## config.mk

```make
export PLATFORM = sky130hd
export DESIGN_NAME = calculator_token_scanner
export DESIGN_NICKNAME = d
export VERILOG_FILES = /design/src/rtl/cts_pkg.sv /design/src/rtl/cts_front.sv /design/src/rtl/cts_queue.sv /design/src/rtl/cts_back.sv /design/src/rtl/calculator_token_scanner.sv
export SDC_FILE = /design/constraint.sdc
export NUM_CORES = 1
export LEC_CHECK = 0
export ABC_CLOCK_PERIOD_IN_PS = 14000
export CAP_MARGIN = 20
export CELL_PAD_IN_SITES_DETAIL_PLACEMENT = 0
export CELL_PAD_IN_SITES_GLOBAL_PLACEMENT = 1
export CORE_MARGIN = 2
export CORE_UTILIZATION = 54
export CTS_BUF_LIST = sky130_fd_sc_hd__clkbuf_8
export CTS_CLUSTER_DIAMETER = 100
export DETAILED_ROUTE_END_ITERATION = 10
export DONT_BUFFER_PORTS = 1
export GPL_ROUTABILITY_DRIVEN = 0
export MAX_ROUTING_LAYER = met4
export PLACE_DENSITY_LB_ADDON = 0.1
export SLEW_MARGIN = 30
export SYNTH_ARGS = -nofsm -noshare
export SYNTH_HDL_FRONTEND = slang
export SYNTH_SLANG_ARGS = --single-unit
```

## constraint.sdc

```tcl
create_clock -name clk -period 14 [get_ports clk]
set_input_delay 0 -clock clk [delete_from_list [all_inputs] [get_ports clk]]
set_output_delay 0 -clock clk [all_outputs]
set_load 0.01 [all_outputs]
```

## src/rtl/cts_pkg.sv

```systemverilog
// ----------------------------------------------------------------------------
// cts_pkg
// shared types, codes and widths of the calculator token scanner
// ----------------------------------------------------------------------------
package cts_pkg;

  localparam int CH_W   = 8;
  localparam int KIND_W = 4;
  localparam int INT_W  = 64;
  localparam int FRAC_W = 60;
  localparam int FLEN_W = 5;

  localparam int CTS_MAX_IDENT       = 32;
  localparam int CTS_MAX_FRAC_DIGITS = 18;
  localparam int CTS_QUEUE_DEPTH     = 4;

  // token kinds
  localparam logic [KIND_W-1:0] KIND_ADD    = 4'd0;
  localparam logic [KIND_W-1:0] KIND_SUB    = 4'd1;
  localparam logic [KIND_W-1:0] KIND_MUL    = 4'd2;
  localparam logic [KIND_W-1:0] KIND_DIV    = 4'd3;
  localparam logic [KIND_W-1:0] KIND_LPAR   = 4'd4;
  localparam logic [KIND_W-1:0] KIND_RPAR   = 4'd5;
  localparam logic [KIND_W-1:0] KIND_COMMA  = 4'd6;
  localparam logic [KIND_W-1:0] KIND_ASSIGN = 4'd7;
  localparam logic [KIND_W-1:0] KIND_INT    = 4'd8;
  localparam logic [KIND_W-1:0] KIND_DEC    = 4'd9;
  localparam logic [KIND_W-1:0] KIND_SYM    = 4'd10;
  localparam logic [KIND_W-1:0] KIND_END    = 4'd11;

  // character classes
  localparam logic [2:0] CL_OTHER  = 3'd0;
  localparam logic [2:0] CL_OP     = 3'd1;
  localparam logic [2:0] CL_WORD   = 3'd2;  // letter or underscore
  localparam logic [2:0] CL_DIGIT  = 3'd3;
  localparam logic [2:0] CL_DOT    = 3'd4;
  localparam logic [2:0] CL_END    = 3'd5;

  // character codes
  localparam logic [CH_W-1:0] CH_ZERO  = 8'h30;
  localparam logic [CH_W-1:0] CH_NINE  = 8'h39;
  localparam logic [CH_W-1:0] CH_UP_A  = 8'h41;
  localparam logic [CH_W-1:0] CH_UP_Z  = 8'h5a;
  localparam logic [CH_W-1:0] CH_LO_A  = 8'h61;
  localparam logic [CH_W-1:0] CH_LO_Z  = 8'h7a;
  localparam logic [CH_W-1:0] CH_UNDER = 8'h5f;
  localparam logic [CH_W-1:0] CH_DOT   = 8'h2e;
  localparam logic [CH_W-1:0] CH_PLUS  = 8'h2b;
  localparam logic [CH_W-1:0] CH_MINUS = 8'h2d;
  localparam logic [CH_W-1:0] CH_STAR  = 8'h2a;
  localparam logic [CH_W-1:0] CH_SLASH = 8'h2f;
  localparam logic [CH_W-1:0] CH_LPAR  = 8'h28;
  localparam logic [CH_W-1:0] CH_RPAR  = 8'h29;
  localparam logic [CH_W-1:0] CH_COMMA = 8'h2c;
  localparam logic [CH_W-1:0] CH_EQ    = 8'h3d;

  typedef struct packed {
    logic [2:0]        cls;
    logic [KIND_W-1:0] opk;
    logic [CH_W-1:0]   ch;
  } cts_item_t;

  typedef struct packed {
    logic full;
    logic empty;
  } cts_qstat_t;

endpackage

```

## src/rtl/cts_front.sv

```systemverilog
// ----------------------------------------------------------------------------
// cts_front
// accepts characters and classifies them into queue items
// ----------------------------------------------------------------------------
module cts_front (
  input  logic                     in_valid,
  output logic                     in_ready,
  input  logic [cts_pkg::CH_W-1:0] in_ch,
  input  logic                     in_end_of_text,
  input  cts_pkg::cts_qstat_t      qstat,
  output logic                     push,
  output cts_pkg::cts_item_t       push_item
);
  import cts_pkg::*;

  logic is_digit;
  logic is_word;

  assign in_ready = !qstat.full;
  assign push     = in_valid && in_ready;

  assign is_digit = (in_ch >= CH_ZERO) && (in_ch <= CH_NINE);
  assign is_word  = ((in_ch >= CH_UP_A) && (in_ch <= CH_UP_Z)) ||
                    ((in_ch >= CH_LO_A) && (in_ch <= CH_LO_Z)) ||
                    (in_ch == CH_UNDER);

  always_comb begin
    push_item.ch  = in_ch;
    push_item.opk = KIND_ADD;
    push_item.cls = CL_OTHER;
    if (in_end_of_text) begin
      push_item.cls = CL_END;
    end else if (is_digit) begin
      push_item.cls = CL_DIGIT;
    end else if (is_word) begin
      push_item.cls = CL_WORD;
    end else if (in_ch == CH_DOT) begin
      push_item.cls = CL_DOT;
    end else begin
      push_item.cls = CL_OP;
      unique case (in_ch)
        CH_PLUS:  push_item.opk = KIND_ADD;
        CH_MINUS: push_item.opk = KIND_SUB;
        CH_STAR:  push_item.opk = KIND_MUL;
        CH_SLASH: push_item.opk = KIND_DIV;
        CH_LPAR:  push_item.opk = KIND_LPAR;
        CH_RPAR:  push_item.opk = KIND_RPAR;
        CH_COMMA: push_item.opk = KIND_COMMA;
        CH_EQ:    push_item.opk = KIND_ASSIGN;
        default:  push_item.cls = CL_OTHER;
      endcase
    end
  end

endmodule

```

## src/rtl/cts_queue.sv

```systemverilog
// ----------------------------------------------------------------------------
// cts_queue
// small fifo of classified characters between front and back
// ----------------------------------------------------------------------------
module cts_queue #(
  parameter int DEPTH = cts_pkg::CTS_QUEUE_DEPTH
) (
  input  logic                clk,
  input  logic                rst_n,
  input  logic                push,
  input  cts_pkg::cts_item_t  push_item,
  input  logic                pop,
  output cts_pkg::cts_item_t  head,
  output cts_pkg::cts_qstat_t qstat
);
  import cts_pkg::*;

  localparam int PTR_W = (DEPTH > 1) ? $clog2(DEPTH) : 1;
  localparam int CNT_W = $clog2(DEPTH + 1);

  cts_item_t        slot_r [DEPTH];
  logic [PTR_W-1:0] wr_ptr_r, wr_ptr_nxt;
  logic [PTR_W-1:0] rd_ptr_r, rd_ptr_nxt;
  logic [CNT_W-1:0] cnt_r, cnt_nxt;

  assign head        = slot_r[rd_ptr_r];
  assign qstat.full  = (cnt_r == CNT_W'(DEPTH));
  assign qstat.empty = (cnt_r == '0);

  always_comb begin
    wr_ptr_nxt = wr_ptr_r;
    rd_ptr_nxt = rd_ptr_r;
    cnt_nxt    = cnt_r;
    if (push) begin
      wr_ptr_nxt = (wr_ptr_r == PTR_W'(DEPTH - 1)) ? '0 : wr_ptr_r + 1'b1;
    end
    if (pop) begin
      rd_ptr_nxt = (rd_ptr_r == PTR_W'(DEPTH - 1)) ? '0 : rd_ptr_r + 1'b1;
    end
    if (push && !pop) begin
      cnt_nxt = cnt_r + 1'b1;
    end else if (pop && !push) begin
      cnt_nxt = cnt_r - 1'b1;
    end
  end

  always_ff @(posedge clk) begin
    if (!rst_n) begin
      wr_ptr_r <= '0;
      rd_ptr_r <= '0;
      cnt_r    <= '0;
    end else begin
      wr_ptr_r <= wr_ptr_nxt;
      rd_ptr_r <= rd_ptr_nxt;
      cnt_r    <= cnt_nxt;
    end
  end

  always_ff @(posedge clk) begin
    if (push) begin
      slot_r[wr_ptr_r] <= push_item;
    end
  end

endmodule

```

## src/rtl/cts_back.sv

```systemverilog
// ----------------------------------------------------------------------------
// cts_back
// scan state, identifier buffer and token emission through an output register
// ----------------------------------------------------------------------------
module cts_back #(
  parameter int MAX_IDENT       = cts_pkg::CTS_MAX_IDENT,
  parameter int MAX_FRAC_DIGITS = cts_pkg::CTS_MAX_FRAC_DIGITS
) (
  input  logic                       clk,
  input  logic                       rst_n,
  input  cts_pkg::cts_item_t         head,
  input  cts_pkg::cts_qstat_t        qstat,
  output logic                       pop,
  output logic                       out_valid,
  input  logic                       out_ready,
  output logic [cts_pkg::KIND_W-1:0] out_kind,
  output logic [cts_pkg::CH_W-1:0]   out_char_value,
  output logic [cts_pkg::INT_W-1:0]  out_int_value,
  output logic [cts_pkg::FRAC_W-1:0] out_fraction_value,
  output logic [cts_pkg::FLEN_W-1:0] out_fraction_length,
  output logic                       out_ident_truncated,
  output logic                       out_last
);
  import cts_pkg::*;

  localparam int IDX_W = (MAX_IDENT > 1) ? $clog2(MAX_IDENT) : 1;
  localparam int LEN_W = $clog2(MAX_IDENT + 1);

  localparam logic [1:0] MODE_IDLE  = 2'd0;
  localparam logic [1:0] MODE_IDENT = 2'd1;
  localparam logic [1:0] MODE_INT   = 2'd2;
  localparam logic [1:0] MODE_FRAC  = 2'd3;

  localparam logic ST_SCAN = 1'b0;
  localparam logic ST_SYM  = 1'b1;

  logic               st_r, st_nxt;
  logic [1:0]         mode_r, mode_nxt;
  logic [INT_W-1:0]   int_acc_r, int_acc_nxt;
  logic [FRAC_W-1:0]  frac_acc_r, frac_acc_nxt;
  logic [FLEN_W-1:0]  frac_cnt_r, frac_cnt_nxt;
  logic [LEN_W-1:0]   id_len_r, id_len_nxt;
  logic               trunc_r, trunc_nxt;
  logic [IDX_W-1:0]   idx_r, idx_nxt;

  logic [CH_W-1:0]    buf_mem [MAX_IDENT];
  logic [CH_W-1:0]    rdata_r;
  logic [IDX_W-1:0]   rd_addr;
  logic [IDX_W-1:0]   wr_addr;
  logic [CH_W-1:0]    wr_data;
  logic               wr_en;

  logic               out_valid_r;
  logic [KIND_W-1:0]  out_kind_r, o_kind;
  logic [CH_W-1:0]    out_char_r, o_char;
  logic [INT_W-1:0]   out_int_r, o_int;
  logic [FRAC_W-1:0]  out_frac_r, o_frac;
  logic [FLEN_W-1:0]  out_flen_r, o_flen;
  logic               out_trunc_r, o_trunc;
  logic               out_last_r, o_last;
  logic               load;

  logic               emit_ok;
  logic               follow;
  logic               sym_last;
  logic [3:0]         digit;
  logic [INT_W-1:0]   int_times10;
  logic [FRAC_W-1:0]  frac_times10;

  assign emit_ok  = !out_valid_r || out_ready;
  // the pending item itself produces a result after the flush
  assign follow   = (head.cls == CL_OP) || (head.cls == CL_END);
  assign sym_last = ((LEN_W'(idx_r) + 1'b1) == id_len_r);
  assign digit    = head.ch[3:0];

  // times ten as two shifted adds
  assign int_times10  = {int_acc_r[INT_W-4:0], 3'b000} + {int_acc_r[INT_W-2:0], 1'b0};
  assign frac_times10 = {frac_acc_r[FRAC_W-4:0], 3'b000} + {frac_acc_r[FRAC_W-2:0], 1'b0};

  always_comb begin
    st_nxt       = st_r;
    mode_nxt     = mode_r;
    int_acc_nxt  = int_acc_r;
    frac_acc_nxt = frac_acc_r;
    frac_cnt_nxt = frac_cnt_r;
    id_len_nxt   = id_len_r;
    trunc_nxt    = trunc_r;
    idx_nxt      = idx_r;
    rd_addr      = idx_r;
    wr_en        = 1'b0;
    wr_addr      = id_len_r[IDX_W-1:0];
    wr_data      = head.ch;
    pop          = 1'b0;
    load         = 1'b0;
    o_kind       = KIND_ADD;
    o_char       = '0;
    o_int        = '0;
    o_frac       = '0;
    o_flen       = '0;
    o_trunc      = 1'b0;
    o_last       = 1'b0;

    if (st_r == ST_SYM) begin
      if (emit_ok) begin
        load    = 1'b1;
        o_kind  = KIND_SYM;
        o_char  = rdata_r;
        o_trunc = trunc_r;
        o_last  = sym_last && !follow;
        if (sym_last) begin
          st_nxt     = ST_SCAN;
          mode_nxt   = MODE_IDLE;
          id_len_nxt = '0;
          trunc_nxt  = 1'b0;
          rd_addr    = '0;
        end else begin
          idx_nxt = idx_r + 1'b1;
          rd_addr = idx_r + 1'b1;
        end
      end
    end else if (!qstat.empty) begin
      priority if (mode_r == MODE_IDENT &&
                   (head.cls == CL_WORD || head.cls == CL_DIGIT)) begin
        pop = 1'b1;
        if (id_len_r < LEN_W'(MAX_IDENT)) begin
          wr_en      = 1'b1;
          id_len_nxt = id_len_r + 1'b1;
        end else begin
          trunc_nxt = 1'b1;
        end
      end else if (mode_r == MODE_INT && head.cls == CL_DIGIT) begin
        pop         = 1'b1;
        int_acc_nxt = int_times10 + INT_W'(digit);
      end else if (mode_r == MODE_INT && head.cls == CL_DOT) begin
        pop      = 1'b1;
        mode_nxt = MODE_FRAC;
      end else if (mode_r == MODE_FRAC && head.cls == CL_DIGIT) begin
        pop = 1'b1;
        if (frac_cnt_r < FLEN_W'(MAX_FRAC_DIGITS)) begin
          frac_acc_nxt = frac_times10 + FRAC_W'(digit);
          frac_cnt_nxt = frac_cnt_r + 1'b1;
        end
      end else if (mode_r == MODE_IDENT) begin
        // start replaying the buffered identifier, item stays queued
        st_nxt  = ST_SYM;
        idx_nxt = '0;
        rd_addr = '0;
      end else if (mode_r == MODE_INT || mode_r == MODE_FRAC) begin
        if (emit_ok) begin
          load         = 1'b1;
          o_kind       = (mode_r == MODE_INT) ? KIND_INT : KIND_DEC;
          o_int        = int_acc_r;
          o_frac       = frac_acc_r;
          o_flen       = frac_cnt_r;
          o_last       = !follow;
          mode_nxt     = MODE_IDLE;
          int_acc_nxt  = '0;
          frac_acc_nxt = '0;
          frac_cnt_nxt = '0;
        end
      end else begin
        unique case (head.cls)
          CL_OP: begin
            if (emit_ok) begin
              load   = 1'b1;
              o_kind = head.opk;
              o_last = 1'b1;
              pop    = 1'b1;
            end
          end
          CL_END: begin
            if (emit_ok) begin
              load   = 1'b1;
              o_kind = KIND_END;
              o_last = 1'b1;
              pop    = 1'b1;
            end
          end
          CL_WORD: begin
            pop        = 1'b1;
            mode_nxt   = MODE_IDENT;
            wr_en      = 1'b1;
            wr_addr    = '0;
            id_len_nxt = LEN_W'(1);
            trunc_nxt  = 1'b0;
          end
          CL_DIGIT: begin
            pop          = 1'b1;
            mode_nxt     = MODE_INT;
            int_acc_nxt  = INT_W'(digit);
            frac_acc_nxt = '0;
            frac_cnt_nxt = '0;
          end
          default: begin
            pop = 1'b1;
          end
        endcase
      end
    end
  end

  always_ff @(posedge clk) begin
    if (!rst_n) begin
      st_r        <= ST_SCAN;
      mode_r      <= MODE_IDLE;
      int_acc_r   <= '0;
      frac_acc_r  <= '0;
      frac_cnt_r  <= '0;
      id_len_r    <= '0;
      trunc_r     <= 1'b0;
      idx_r       <= '0;
      out_valid_r <= 1'b0;
    end else begin
      st_r       <= st_nxt;
      mode_r     <= mode_nxt;
      int_acc_r  <= int_acc_nxt;
      frac_acc_r <= frac_acc_nxt;
      frac_cnt_r <= frac_cnt_nxt;
      id_len_r   <= id_len_nxt;
      trunc_r    <= trunc_nxt;
      idx_r      <= idx_nxt;
      if (load) begin
        out_valid_r <= 1'b1;
      end else if (out_ready) begin
        out_valid_r <= 1'b0;
      end
    end
  end

  always_ff @(posedge clk) begin
    if (load) begin
      out_kind_r  <= o_kind;
      out_char_r  <= o_char;
      out_int_r   <= o_int;
      out_frac_r  <= o_frac;
      out_flen_r  <= o_flen;
      out_trunc_r <= o_trunc;
      out_last_r  <= o_last;
    end
  end

  always_ff @(posedge clk) begin
    if (wr_en) begin
      buf_mem[wr_addr] <= wr_data;
    end
    rdata_r <= buf_mem[rd_addr];
  end

  assign out_valid           = out_valid_r;
  assign out_kind            = out_kind_r;
  assign out_char_value      = out_char_r;
  assign out_int_value       = out_int_r;
  assign out_fraction_value  = out_frac_r;
  assign out_fraction_length = out_flen_r;
  assign out_ident_truncated = out_trunc_r;
  assign out_last            = out_last_r;

endmodule

```

## src/rtl/calculator_token_scanner.sv

```systemverilog
// ----------------------------------------------------------------------------
// calculator_token_scanner
// lexical scanner for arithmetic expression text, one character per transaction
// ----------------------------------------------------------------------------
// usage
//   input channel: in_valid/in_ready carries one ascii character (in_ch) or an
//   end-of-text marker (in_end_of_text); output channel: out_valid/out_ready
//   carries one token field set per transaction, out_last marks the final
//   token caused by an input character
//   the front classifies each character and writes it into a small queue;
//   the back holds the scan state and emits tokens into one output register
//   a character is first written into the queue; the back then reads it at
//   the queue head, and a token it produces is loaded into the output register
//   the back takes a character that extends or starts a token without
//   emitting; ending a number before an operator first emits the number,
//   then the operator; ending an identifier starts the buffer read, then
//   emits one token per buffered character, then handles the ending character
//   the input side keeps accepting while the queue has room, so short
//   receiver stalls are absorbed by the queue and the output register
//   reset: synchronous, active low; clears the queue, the scan state and
//   out_valid; the identifier buffer is not cleared and needs no sweep
// ----------------------------------------------------------------------------
module calculator_token_scanner #(
  parameter int MAX_IDENT       = cts_pkg::CTS_MAX_IDENT,
  parameter int MAX_FRAC_DIGITS = cts_pkg::CTS_MAX_FRAC_DIGITS,
  parameter int QUEUE_DEPTH     = cts_pkg::CTS_QUEUE_DEPTH
) (
  input  logic                       clk,
  input  logic                       rst_n,
  input  logic                       in_valid,
  output logic                       in_ready,
  input  logic [cts_pkg::CH_W-1:0]   in_ch,
  input  logic                       in_end_of_text,
  output logic                       out_valid,
  input  logic                       out_ready,
  output logic [cts_pkg::KIND_W-1:0] out_kind,
  output logic [cts_pkg::CH_W-1:0]   out_char_value,
  output logic [cts_pkg::INT_W-1:0]  out_int_value,
  output logic [cts_pkg::FRAC_W-1:0] out_fraction_value,
  output logic [cts_pkg::FLEN_W-1:0] out_fraction_length,
  output logic                       out_ident_truncated,
  output logic                       out_last
);
  import cts_pkg::*;

  // queue status and traffic between front and back
  cts_qstat_t qstat;
  cts_item_t  push_item;
  cts_item_t  head;
  logic       push;
  logic       pop;

  // classify and enqueue
  cts_front u_front (
    .in_valid       (in_valid),
    .in_ready       (in_ready),
    .in_ch          (in_ch),
    .in_end_of_text (in_end_of_text),
    .qstat          (qstat),
    .push           (push),
    .push_item      (push_item)
  );

  // decouples character intake from token emission
  cts_queue #(
    .DEPTH (QUEUE_DEPTH)
  ) u_queue (
    .clk       (clk),
    .rst_n     (rst_n),
    .push      (push),
    .push_item (push_item),
    .pop       (pop),
    .head      (head),
    .qstat     (qstat)
  );

  // scan state machine and token output register
  cts_back #(
    .MAX_IDENT       (MAX_IDENT),
    .MAX_FRAC_DIGITS (MAX_FRAC_DIGITS)
  ) u_back (
    .clk                 (clk),
    .rst_n               (rst_n),
    .head                (head),
    .qstat               (qstat),
    .pop                 (pop),
    .out_valid           (out_valid),
    .out_ready           (out_ready),
    .out_kind            (out_kind),
    .out_char_value      (out_char_value),
    .out_int_value       (out_int_value),
    .out_fraction_value  (out_fraction_value),
    .out_fraction_length (out_fraction_length),
    .out_ident_truncated (out_ident_truncated),
    .out_last            (out_last)
  );

  // an accepted character is queued until the back takes it
  a_accept_queued: assert property (@(posedge clk) disable iff (!rst_n)
    (in_valid && in_ready) |=> !qstat.empty)
    else $error("accepted character missing from queue");

  // the back never takes from an empty queue
  a_pop_nonempty: assert property (@(posedge clk) disable iff (!rst_n)
    pop |-> !qstat.empty)
    else $error("pop from empty queue");

  // an end token always closes the transaction group
  a_end_last: assert property (@(posedge clk) disable iff (!rst_n)
    (out_valid && out_kind == KIND_END) |-> out_last)
    else $error("end token without last");

  // only decimal tokens carry fraction digits
  a_flen_dec: assert property (@(posedge clk) disable iff (!rst_n)
    (out_valid && out_kind != KIND_DEC) |-> (out_fraction_length == '0))
    else $error("fraction length on non-decimal token");

endmodule
```

==> Yosys cells after proc, flatten, opt, wreduce, memory -nomap -nowiden <==
Memory sizes are Yosys's and may differ from the RTL's. A register that Yosys moved wholly into a read port is not among the register bits.
Cells that the tools add are included.
{ "totals": {"ram_bits": 316, "inputBits": 13, "register_bits": 295, "n_memories": 2, "out_inout_bits": 145, "elab_cells": 292} }
{ "memory_table": {"columns": ["memory", "depth", "word_bits", "read_ports", "rd_clocked_by_memory_dff", "write_ports", "line", "source"], "rows": [
  ["u_back.buf_mem", 32, 8, 1, 1, 1, "cts_back.sv:46", "logic [CH_W-1:0] buf_mem [MAX_IDENT];"],
  ["u_queue.slot_r", 4, 15, 1, 1, 1, "cts_queue.sv:21", "cts_item_t slot_r [DEPTH];"]
]} }
{ "classes": {"n_reduce_logical": 39, "n_eq_ne": 45, "n_lt_le_gt_ge": 8, "n_mux": 160, "bitwise_logic": 7, "addsub": 12} }
{ "op_table": {"columns": ["cell", "n"], "rows": [
  ["$mux W64", 7],
  ["$mux W60", 6],
  ["$mux W5", 27],
  ["$eq A8 B6 Y1 const B", 9],
  ["$mux W6", 12],
  ["$mux W1", 68],
  ["$add A64 B4 Y64", 1],
  ["$add A64 B64 Y64", 1],
  ["$mux W4", 16],
  ["$add A60 B4 Y60", 1],
  ["$add A60 B60 Y60", 1],
  ["$mux W2", 15],
  ["$ne A3 B1 Y1 const B", 7],
  ["$pmux W3 S7", 1],
  ["$reduce_and A10 Y1", 2],
  ["$mux W3", 6],
  ["$reduce_and A9 Y1", 2],
  ["$ge A8 B7 Y1 const B", 2],
  ["$le A8 B7 Y1 const B", 2],
  ["$ne A2 B2 Y1 const B", 7],
  ["$ne A3 B2 Y1 const B", 4],
  ["$logic_and A1 B1 Y1", 11],
  ["$add A5 B1 Y5 const B", 2],
  ["$eq A3 B3 Y1 const B", 3],
  ["31 further kinds", 58]
]} }

==> Longest topological paths before layout <==
Gate-level depths: netlist of the first run.
{ "depth": {"depth_word": 15, "depth_mapped": 16, "depth_no_buf": 14} }

==> Cells and area by module <==
From an unflattened synthesis of the first run, not the netlist that was laid out.
{ "unflattened": {"hier_cells": 2890, "area_unflattened_um2": 32009.4} }
{ "modules_own_cells": {"columns": ["module", "seq_area_each_um2", "area_each_um2", "cells_each", "instances"], "rows": [
  ["cts_back", 15044.4, 29042.9, 2718, 1],
  ["cts_queue", 1981.9, 2652.5, 122, 1],
  ["cts_front", 0.0, 314.1, 50, 1]
]} }

==> Worst setup path before layout of the first run <==
OpenSTA, ideal clock, no wires.
{ "synth_timing": {"path_type": "reg2reg", "from": "register with a tool-made name", "to": "register u_back.out_char_r[0] (netlist: u_back.out_char_value[0]) (enable)", "slack_ns": 1.178, "period_less_slack_ns": 12.822, "t_arrival_ns": 11.974, "setup_ns": 0.848, "t_required_ns": 13.152, "n_path_buf": 2, "path_stages_with_launch": 10, "cell_sequence": "dfxtp_1 -> buf_6 -> mux4_2 -> and3b_1 -> clkbuf_1 -> o21ai_1 -> nand3_1 -> a21oi_1 -> nand2_1 -> o21ai_0"} }
{ "synth_lines": {"columns": ["element", "line", "source"], "rows": [
  ["end signal, assigned", "cts_back.sv:233", "out_char_r <= o_char;"],
  ["end, declared", "cts_back.sv:55", "logic [CH_W-1:0] out_char_r, o_char;"]
]} }

==> results of run 1 <==
## cells in the final DEF (no fill, tap or decap), types with 72 or more instances in the layout
cell | synthesis | layout
nand2_1 | 212 | 211
a21o_1 | 72 | 72
nor2_1 | 211 | 210
inv_1 | 69 | 122
xnor2_1 | 74 | 74
dfxtp_1 | 162 | 160
clkbuf_8 | 0 | 105
ha_1 | 245 | 245
nand3_1 | 100 | 100
o21ai_0 | 138 | 137
edfxtp_1 | 455 | 455
and2_1 | 142 | 142
a21oi_1 | 161 | 161
## layout make-up
| class | count | share of cell area, % |
|---|---|---|
| Clock buffer | 105 | 4.110 |
| Inverter | 70 | 0.7508 |
| Multi-Input combinational cell | 2097 | 41.83 |
| Clock inverter | 86 | 1.505 |
| Timing Repair Buffer | 39 | 0.9393 |
| Antenna cell | 4 | 0.02846 |
| Sequential cell | 617 | 48.08 |
| Tap cell | 773 | 2.750 |
## critical path, stage by stage (launching register included)
cell,delay [ns]
dfxtp_1,0.71
mux4_2,0.75
inv_1,0.28
fa_1,0.47
inv_1,0.07
ha_1,0.26
nor2b_1,0.16
o31ai_1,0.24
a21oi_1,0.19
o211ai_1,0.49
a2111oi_2,0.24
o31ai_1,0.70
a21oi_1,0.17
or3_1,0.37
a32o_1,0.25
## flip-flops by register name, summed over array words and instances, names as in the netlist, 6 cells and up, named ones only
name,flops
u_back.buf_mem,256
u_back.frac_acc_r,60
u_back.id_len_r,6
u_back.int_acc_r,64
u_back.out_char_value,8
u_back.out_fraction_value,60
u_back.out_int_value,64
u_back.rdata_r,8
u_queue.slot_r,56
## path summary, 6_finish.rpt
check / start / to / slack (ns)
setup / recovery: flop / u_back.int_acc_r[60]$_SDFFE_PN0P_ / 8.47
hold / removal: out_ready / u_back.out_char_value[0]$_SDFFCE_PN0P_ / 0.06
setup reg to reg: flop / u_back.int_acc_r[60]$_SDFFE_PN0P_ / 8.47
hold reg to reg: u_back.int_acc_r[63]$_SDFFE_PN0P_ / u_back.int_acc_r[63]$_SDFFE_PN0P_ / 0.46
## per-layer routing
metal / track usage [%] / part of all wire [%] / vias up
met2: 41.51 / 47 / 620
li1: - / - / 11122
met1: 34.30 / 45 / 11286
met3: 4.075 / 5.4 / 140
met4: 9.139 / 2.6 / 0
met5: - / 0 / -
## where the power goes
group | switching [mW] | internal, mW
registers | 0.191 | 2.35
logic | 0.605 | 0.213
clock network | 0.725 | 0.809
total | 1.52 | 3.38
## logic make-up after synthesis
logic type | count (synthesis) | share of synthesized area [%]
xor+xnor | 117 | 3.153
flops | 617 | 52.01
mux | 63 | 2.506
fa+ha+maj | 251 | 9.770
compound gates | 773 | 15.89
buf+inv | 235 | 2.956
simple gates | 893 | 13.71
==> metrics, run 1 <==
Setup violations, final 0; die width about 250 microns; pre-CTS setup slack ~7.9 ns; Std-Cell Rows 89; Post-synth EDFFs 455; CTS Buf Count slightly above 100; PostCTS Resize Cnt 0; Inst Count DP ~3600; Async SR Flop Fraction 0%; most frequent cell after synthesis edfxtp_1; RSZ-0062 raised after global routing no; CP Class reg -> reg; WL final about 80000 microns; I/O pin cnt approximately 160; Fillers about 5000; Worst EP required 14.57 ns; post-synthesis cell count 2949; Nets ~3200; Worst Skew 0.03494 ns; Root Buffer clkbuf_8; R2R cell count 14; Hold Crit Depth 2; Synth Net Count 3212; drt first pass iters 6; # Post-CTS Setup Buffers 0; Max Freq around 180 MHz; largest net degree at the start of global routing 130; Syn Area/Cell around 11 sq um; Worst Hold Class in -> reg; Startpoint Class flop; WL/cell approximately 21 microns; area post-placement about 33000 sq um; final std cells w/o fill roughly 3800; Die Area about 62000 sq um; Final Hold Fails 0; Clk Latency, worst-skew pair a little over 0.7 ns; first-pass GRT wire length ~130000 microns; GRT Total Usage 26.16%; #FFs+latches synth 617; CP max FO 33; DP HPWL ~53000 microns; cell taking the most area after synthesis edfxtp_1; cts hold-fix bufs 12; Syn. warnings 0; initial core utilization between 50% and 60%; Synth top area share between 40% and 50%; share of cells above drive strength 1 7.001%; TritonCTS clock tree built; Syn Std Cell Area between 30000 and 40000 sq um; sequential area share after synthesis a little over half; Finished Cell Area roughly 35000 sq um; die boundary height about 250 microns; H-tree levels 3; Min Hold Slack 0.06417 ns; vias in the first global route between 20000 and 25000; Worst Max-Slew Pin Slew between 0.9 and 1 ns; DR vias/cell approximately 6; global route overflow 0; Crit. End Element flop; Residual DRC 0; status completed; Rel. slew slack between 30% and 40%; register area about 17000 sq um; Clock Path Buffers 3; Total Power 4.897 mW; post-layout min period between 5 and 6 ns; Reg clk slew, reported paths ~0.060 ns; area delta synth->final 8.188%; vias roughly 23000; Worst EP arrival 6.10 ns; Synth Flop Type edfxtp_1; dominant cells by area after synthesis edfxtp_1 42%, dfxtp_1 10%, ha_1 9.4%, and2_1 2.7%, a21oi_1 2.5%; Max Slew Vio Count 0; maximum vdd drop between 200 and 300 uV; fin crit share ~40%; DRT antenna net count 0; Layout Utilization 59.36%; Multi-input gate area between 10000 and 15000 sq um; IO Port Bufs 0; CTS sink count between 600 and 700; Setup WS post-layout 8.465 ns; Power Dens Cells between 100 and 150 nW/um^2; core footprint slightly below 60000 sq um; LEAKAGE ~14 nW; DR iter-0 viols between 1500 and 2000; synth cell count leaders 455 x edfxtp_1, 245 x ha_1, 212 x nand2_1; initial antenna violation count 4; Unique masters post-synth 93; setup TNS 0 ns; max-cap violation count 0
No activity file was read; power rests on OpenSTA's default activity.
==> run 2, diff against run 1 <==
--- a/config.mk
+++ b/config.mk
@@ -5,7 +5,7 @@
 export SDC_FILE = /design/constraint.sdc
 export NUM_CORES = 1
 export LEC_CHECK = 0
-export ABC_CLOCK_PERIOD_IN_PS = 14000
+export ABC_CLOCK_PERIOD_IN_PS = 5200
 export CAP_MARGIN = 20
 export CELL_PAD_IN_SITES_DETAIL_PLACEMENT = 0
 export CELL_PAD_IN_SITES_GLOBAL_PLACEMENT = 1
==> constraint.sdc (replaced) <==
create_clock -name clk -period 5.2 [get_ports clk]
set_input_delay 0 -clock clk [delete_from_list [all_inputs] [get_ports clk]]
set_output_delay 0 -clock clk [all_outputs]
set_load 0.01 [all_outputs]
==> metrics, run 2 (synthesized netlist as in run 1, its figures left out) <==
status completed; drt first pass iters 5; first-pass GRT wire length around 130000 microns; TritonCTS clock tree built; register area between 15000 and 20000 sq um; max-cap violation count 0; Max Slew Vio Count 0; IO Port Bufs 0; met3 GRT Util 4.096%; CTS sink count between 600 and 700; die width approximately 250 microns; Std-Cell Rows 89; initial antenna violation count 4; routing usage on met1 35.50%; post-layout min period 4.823 ns; R2R cell count 15; H-tree levels 3; initial core utilization a little over half; die boundary height between 200 and 250 microns; I/O pin cnt approximately 160; LEAKAGE around 14 nW; Nets around 3200; Worst Skew ~0.028 ns; max reg flops between 200 and 300; DR vias/cell about 6.1; vias ~23000; Startpoint Class flop; vias in the first global route between 20000 and 25000; CP Class reg -> reg; RSZ-0062 raised after global routing no; Die Area roughly 62000 sq um; Multi-input gate area between 10000 and 15000 sq um; Worst Hold Class in -> reg; Setup violations, final 0; area delta synth->final 8.380%; GRT Total Usage about a quarter; commonest non-fill, non-tap cell in the layout edfxtp_1; commonest cells after routing, fill and taps aside 455 x edfxtp_1, 245 x ha_1, 211 x nand2_1; global route overflow 0; Power Dens Cells 376.5 nW/um^2; Clk Latency, worst-skew pair ~0.7 ns; DP HPWL roughly 55000 microns; Reg clk slew, reported paths 0.06 ns; Hold Crit Depth 2; DRT antenna net count 0; fin crit share between 90% and 100%; DR iter-0 viols between 1500 and 2000; Min Hold Slack around 0.053 ns; maximum vdd drop 459.8 uV; global routing's busiest layer met2; Final Hold Fails 0; largest net degree at the start of global routing between 100 and 150; share of cells above drive strength 1 7.603%; WL/cell ~21 microns; met2 usage a little over two fifths; Total Power ~13 mW; Crit. End Element flop; setup TNS 0 ns; Largest Register u_back.buf_mem; Worst Max-Slew Pin Slew around 0.98 ns; CP max FO 6; Rel. slew slack between 30% and 40%; Clock Path Buffers 3; WL final about 81000 microns; CTS Buf Count 98; core footprint around 60000 sq um; Root Buffer clkbuf_8; Fillers between 4000 and 5000; Residual DRC 0; Worst EP required between 5 and 6 ns; Worst EP arrival 5.41 ns; Max Freq just over 200 MHz; Worst R2R Setup Slack about 0.38 ns
[run 2: cell type report]
cell class	instances	share of cell area [%]
sequential	617	47.99
multi-input combinational	2097	41.71
clock buffer	102	3.985
tap	773	2.746
clock inverter	75	1.545
timing repair buffer	51	1.243
inverter	70	0.7494
antenna	4	0.02841
[run 2: critical path: stages, from the launching register on]
cell,delay (ns)
dfxtp_1,0.43
mux4_2,0.60
ha_1,0.32
ha_1,0.24
inv_1,0.08
fa_1,0.20
nor2b_1,0.07
o31ai_1,0.29
a21oi_1,0.23
o211ai_1,0.44
a2111oi_1,0.15
buf_4,0.18
o31ai_1,0.66
a21oi_1,0.18
or3_1,0.39
a32o_1,0.25
[run 2: worst paths after layout]
check                                    startpoint                                  to
setup reg to reg                               flop   u_back.int_acc_r[60]$_SDFFE_PN0P_
setup / recovery                               flop   u_back.int_acc_r[60]$_SDFFE_PN0P_
hold reg to reg   u_back.int_acc_r[63]$_SDFFE_PN0P_   u_back.int_acc_r[63]$_SDFFE_PN0P_
hold / removal                                rst_n  u_back.frac_acc_r[44]$_SDFFE_PN0P_
[run 2: where the power goes]
group          total [mW]  internal (mW)  switching, mW
registers            6.83           6.34          0.489
logic                2.27          0.608           1.66
clock network        4.16           2.18           1.98
total                13.3           9.13           4.13
[run 2: what timing repair did]
item | in CTS | in global routing
setup endpoints to repair | 0 | 0
hold buffers | 12 | 0
gates resized for setup | 0 | 0
setup buffers | 0 | 0
hold endpoints to repair | 215 | 0
[run 2: per-stage QoR]
| stage | setup slack, ns | instances | instance area, sq um | util, % |
|---|---|---|---|---|
| after floorplan | 0.4748 | 2949 | 32510 | - |
| after global placement | 0.5608 | 3596 | 33140 | 55.94 |
| after detailed placement | 0.4772 | 3596 | 33140 | 55.95 |
| after CTS | 0.4586 | 3785 | 35210 | 59.44 |
| after global routing | 0.07188 | 3788 | 35230 | 59.46 |
| final | 0.3770 | 3789 | 35230 | 59.46 |
[run 2: layer usage]
metal  routed length [microns]  part of all wire [%]
met5                         0                     0
met4                      2327                   2.9
met3                      4445                   5.5
met2                     37820                    47
met1                     36340                    45
